**config.mk**
```make
export PLATFORM = sky130hd
export DESIGN_NAME = ohs_home
export DESIGN_NICKNAME = d
export VERILOG_FILES = /design/src/rtl/ohs_home.sv
export SDC_FILE = /design/constraint.sdc
export NUM_CORES = 1
export LEC_CHECK = 0
export BUFFER_PORTS_ARGS = -buffer_cell sky130_fd_sc_hd__buf_2
export CAP_MARGIN = 20
export CORE_AREA = 2 2 39 41
export CTS_BUF_LIST = sky130_fd_sc_hd__clkbuf_4
export DETAILED_ROUTE_END_ITERATION = 8
export DIE_AREA = 0 0 41 43
export PLACE_DENSITY_LB_ADDON = 0.2
export SETUP_SLACK_MARGIN = 0.5
export SLEW_MARGIN = 20
export SYNTH_ARGS = -nofsm -noshare
export SYNTH_HDL_FRONTEND = slang
export SYNTH_SLANG_ARGS = --single-unit
```
**constraint.sdc**
```tcl
create_clock -name clk -period 0.8 [get_ports clk]
set_clock_uncertainty 0.05 [all_clocks]
set_input_delay 0.16 -clock clk [delete_from_list [all_inputs] [get_ports clk]]
set_output_delay 0.16 -clock clk [all_outputs]
set_load 0.01 [all_outputs]
```
**src/rtl/ohs_home.sv**
```systemverilog
// Home slot unit: key modulo SLOTS, a mask for a power of two, else one bit per cycle.
`timescale 1ns / 1ps

module ohs_home #(
    parameter int SLOTS    = 1024,
    parameter int KEY_BITS = 32,
    parameter int ADDR_W   = $clog2(SLOTS)
) (
    input  logic                clk,
    input  logic                rst_n,
    input  logic                start,
    input  logic [KEY_BITS-1:0] operand,
    output logic                done,
    output logic [ADDR_W-1:0]   home
);

    localparam bit IS_POW2 = ((SLOTS & (SLOTS - 1)) == 0);

    generate
        if (IS_POW2)
        begin : g_mask
            logic              done_reg;
            logic [ADDR_W-1:0] home_reg;

            always_ff @(posedge clk or negedge rst_n)
            begin
                if (!rst_n)
                begin
                    done_reg <= 1'b0;
                end
                else
                begin
                    done_reg <= start;
                end
            end

            always_ff @(posedge clk)
            begin
                if (start)
                begin
                    home_reg <= operand[ADDR_W-1:0];
                end
            end

            assign done = done_reg;
            assign home = home_reg;
        end
        else
        begin : g_serial
            localparam int LEFT_W = $clog2(KEY_BITS + 1);

            logic                busy_reg;
            logic                done_reg;
            logic [LEFT_W-1:0]   left_reg;
            logic [KEY_BITS-1:0] sh_reg;
            logic [ADDR_W-1:0]   rem_reg;
            logic [ADDR_W:0]     trial;
            logic [ADDR_W:0]     reduced;

            // Shift in the next key bit, subtract the modulus once if it fits
            assign trial   = {rem_reg, sh_reg[KEY_BITS-1]};
            assign reduced = (trial >= (ADDR_W + 1)'(SLOTS)) ?
                             trial - (ADDR_W + 1)'(SLOTS) : trial;

            always_ff @(posedge clk or negedge rst_n)
            begin
                if (!rst_n)
                begin
                    busy_reg <= 1'b0;
                    done_reg <= 1'b0;
                    left_reg <= '0;
                end
                else
                begin
                    done_reg <= 1'b0;
                    if (start)
                    begin
                        busy_reg <= 1'b1;
                        left_reg <= LEFT_W'(KEY_BITS);
                    end
                    else if (busy_reg)
                    begin
                        left_reg <= left_reg - 1'b1;
                        if (left_reg == LEFT_W'(1))
                        begin
                            busy_reg <= 1'b0;
                            done_reg <= 1'b1;
                        end
                    end
                end
            end

            always_ff @(posedge clk)
            begin
                if (start)
                begin
                    sh_reg  <= operand;
                    rem_reg <= '0;
                end
                else if (busy_reg)
                begin
                    sh_reg  <= sh_reg << 1;
                    rem_reg <= reduced[ADDR_W-1:0];
                end
            end

            assign done = done_reg;
            assign home = rem_reg;
        end
    endgenerate

endmodule

```
==> run_results.csv <==
group,metric,value,unit
run_status,status,"complete, but fails checks",
run_status,violations,"hold timing, setup timing",
timing,setup_viol,11,
synth,synth_top_area_cell,"edfxtp_1",
worst_setup_path,max_stage_delay,0.37,ns
worst_setup_path,path_class,"register to output pin",
synth,synth_flop_cell,"edfxtp_1",
worst_setup_path,crit_family,"flip-flops",
worst_setup_path,endpoint_kind,"output pin",
min_path,min_path_type,"primary input to async pin",
grt,antenna_found_initial,0,
grt,grt_pass1_vias,221,
route,vias,202,
synth,synth_area_leaders,"edfxtp_1, dfrtp_1",
timing,worst_pin_slew,0.07212,ns
die,die_w,41,um
run,timing.max_cap.violations,0,
power,p_sw,0.0002285,W
grt,grt_max_degree,7,
worst_setup_path,required,0.59,ns
timing,min_period_over_period,1.227,
timing,hold_viol,2,
route,viasPerCell,3.673,
die,start_util,0.2351,
synth,ys_ff_latch,11,
clock_tree,cts_root_buffer,"clkbuf_4",
route,drtAntennaViolNets,0,
worst_setup_path,path_depth,1,
timing,setup_ws,-0.1814,ns
final_layout,finalNonFillerCells,55,
placed_design,dp.cells,50,
power,seq_power_share,0.570,
final_layout,multi_input_area,0,sq um
synth,syn_avg_cell_area,29.57,sq um
synth,async_flop_share,0.09091,
power,switching_share,0.1906,
synth,synth_top_area_share,0.9231,
worst_setup_path,path_buf_inv,1,
clock_tree,cts_buffers,3,
route,drt_iter0_markers,1,
power,power_density,2250,nW/um^2
timing,holdWs,-0.3887,ns
synth,yosysMostFrequentCell,"edfxtp_1",
power,vdd_drop_max,0.8410,mV
die,die-area,1763,sq um
timing,slew_violations,0,
worst_setup_path,cpMaxStageDelayCell,"edfxtp_1",
grt,track_usage,0.07889,
timing,fmax,1.019,GHz
timing,min_period,0.9814,ns
synth,synthCells,11,
clock_tree,htreeDepth,1,
route,dr.pass1.iters,2,
placed_design,port_buffers,23,
route,drc,0,
grt,grt_pass1_wl,876,um
clock_tree,clk_pin_slew,0.07,ns
final_layout,multi_input_gates,0,
clock_tree,cts_buffer_depth,2,
timing,relSlewSlack,0.9519,
synth,yosysSeqAreaShare,1.000,
power,power_frac_clock,0.329,
power,comb_power_share,0.101,
synth,syn_nets,46,
die,boundaryPins,46,
synth,netlist_area,325.3,sq um
power,p_total,0.001199,W
placed_design,gp_congestion,0.6048,
power,power_leakage,0.2366,nW
final_layout,drive_above_1_share,0.7179,
final_layout,antenna_cells,0,
grt,gr-total-overflow,0,
final_layout,fin_util,0.3852,
die,rows,14,
worst_setup_path,critPathLaunchType,"register",
die,die_h,43,um
timing,setup_tns,-1.811,ns
worst_setup_path,path_cells,"buf_2",
final_layout,area_delta_synth_final,63.85,%
clock_tree,tritoncts,"built",
final_layout,final_nets,75,
die,core,1384,sq um
worst_setup_path,crit_fanout,1,
final_layout,largest_register_ffs,10,
synth,ys_warn_count,0,
clock_tree,clkSinkCount,11,
synth,synth_common_cells,"edfxtp_1, dfrtp_1",
timing,grt_setup_unrepaired,"true",
route,avgRoutedWirePerCell,10.60,um
power,intPower,0.0009706,W
synth,yosysUniqueCellTypes,2,
worst_setup_path,cp.arrival,0.77,ns
route,finalWirelength,583,um
synth,synth-edff-count,10,
[logic make-up after synthesis]
family / after synthesis / synth area share
flops: 11 / 1.000
[per-stage QoR]
stage          setup slack, ns  area (sq um)
2_1_floorplan           0.1962         325.3
3_3_place_gp           0.03542         460.4
3_5_place_dp           0.03162         460.4
4_1_cts                -0.1960         533.0
5_1_grt                -0.2261         533.0
6_report               -0.1814         533.0
[timing repair]
item                                    4_1_cts  5_1_grt
resized for setup                             5        0
cloned                                        1        0
endpoints found under the setup margin       21       17
buffers inserted                              0        0
hold endpoints to repair                      2        2
[power by group through the flow]
stage	Combinational, W	Clock [W]	Sequential (W)
4_1_cts	0.000123	0.000411	0.000684
3_3_place_gp	0.000101	0	0.000695
5_1_grt	0.000132	0.000437	0.000689
2_1_floorplan	0	0	0.000724
6_report	0.000121	0.000395	0.000684
3_5_place_dp	0.000102	0	0.000696
[layout by cell type (no fill, tap or decap)]
| cell | n |
|---|---|
| buf_12 | 1 |
| edfxtp_1 | 10 |
| clkbuf_4 | 4 |
| buf_16 | 1 |
| buf_2 | 22 |
| dfrtp_1 | 1 |
[worst paths after layout]
kind                          from  endpoint
max in group asynchronous    rst_n      done
min                          rst_n      done
min in group clk             start      done
max                        home[4]   home[4]
[layout make-up]
cell class	count	area, sq um
fillers	148	850.8
flip-flops and latches	11	325.3
repair buffers	24	157.7
clock buffers	4	30.03
well taps	16	20.02
[routing by layer]
metal | vias up | routed length (um) | GRT usage
met5 | - | 0 | 0
met4 | 0 | 4 | 0.06000
met3 | 2 | 61 | 0.03665
met2 | 12 | 324 | 0.1250
met1 | 88 | 193 | 0.07216
li1 | 100 | - | -
(Power assumes the default switching activity.)
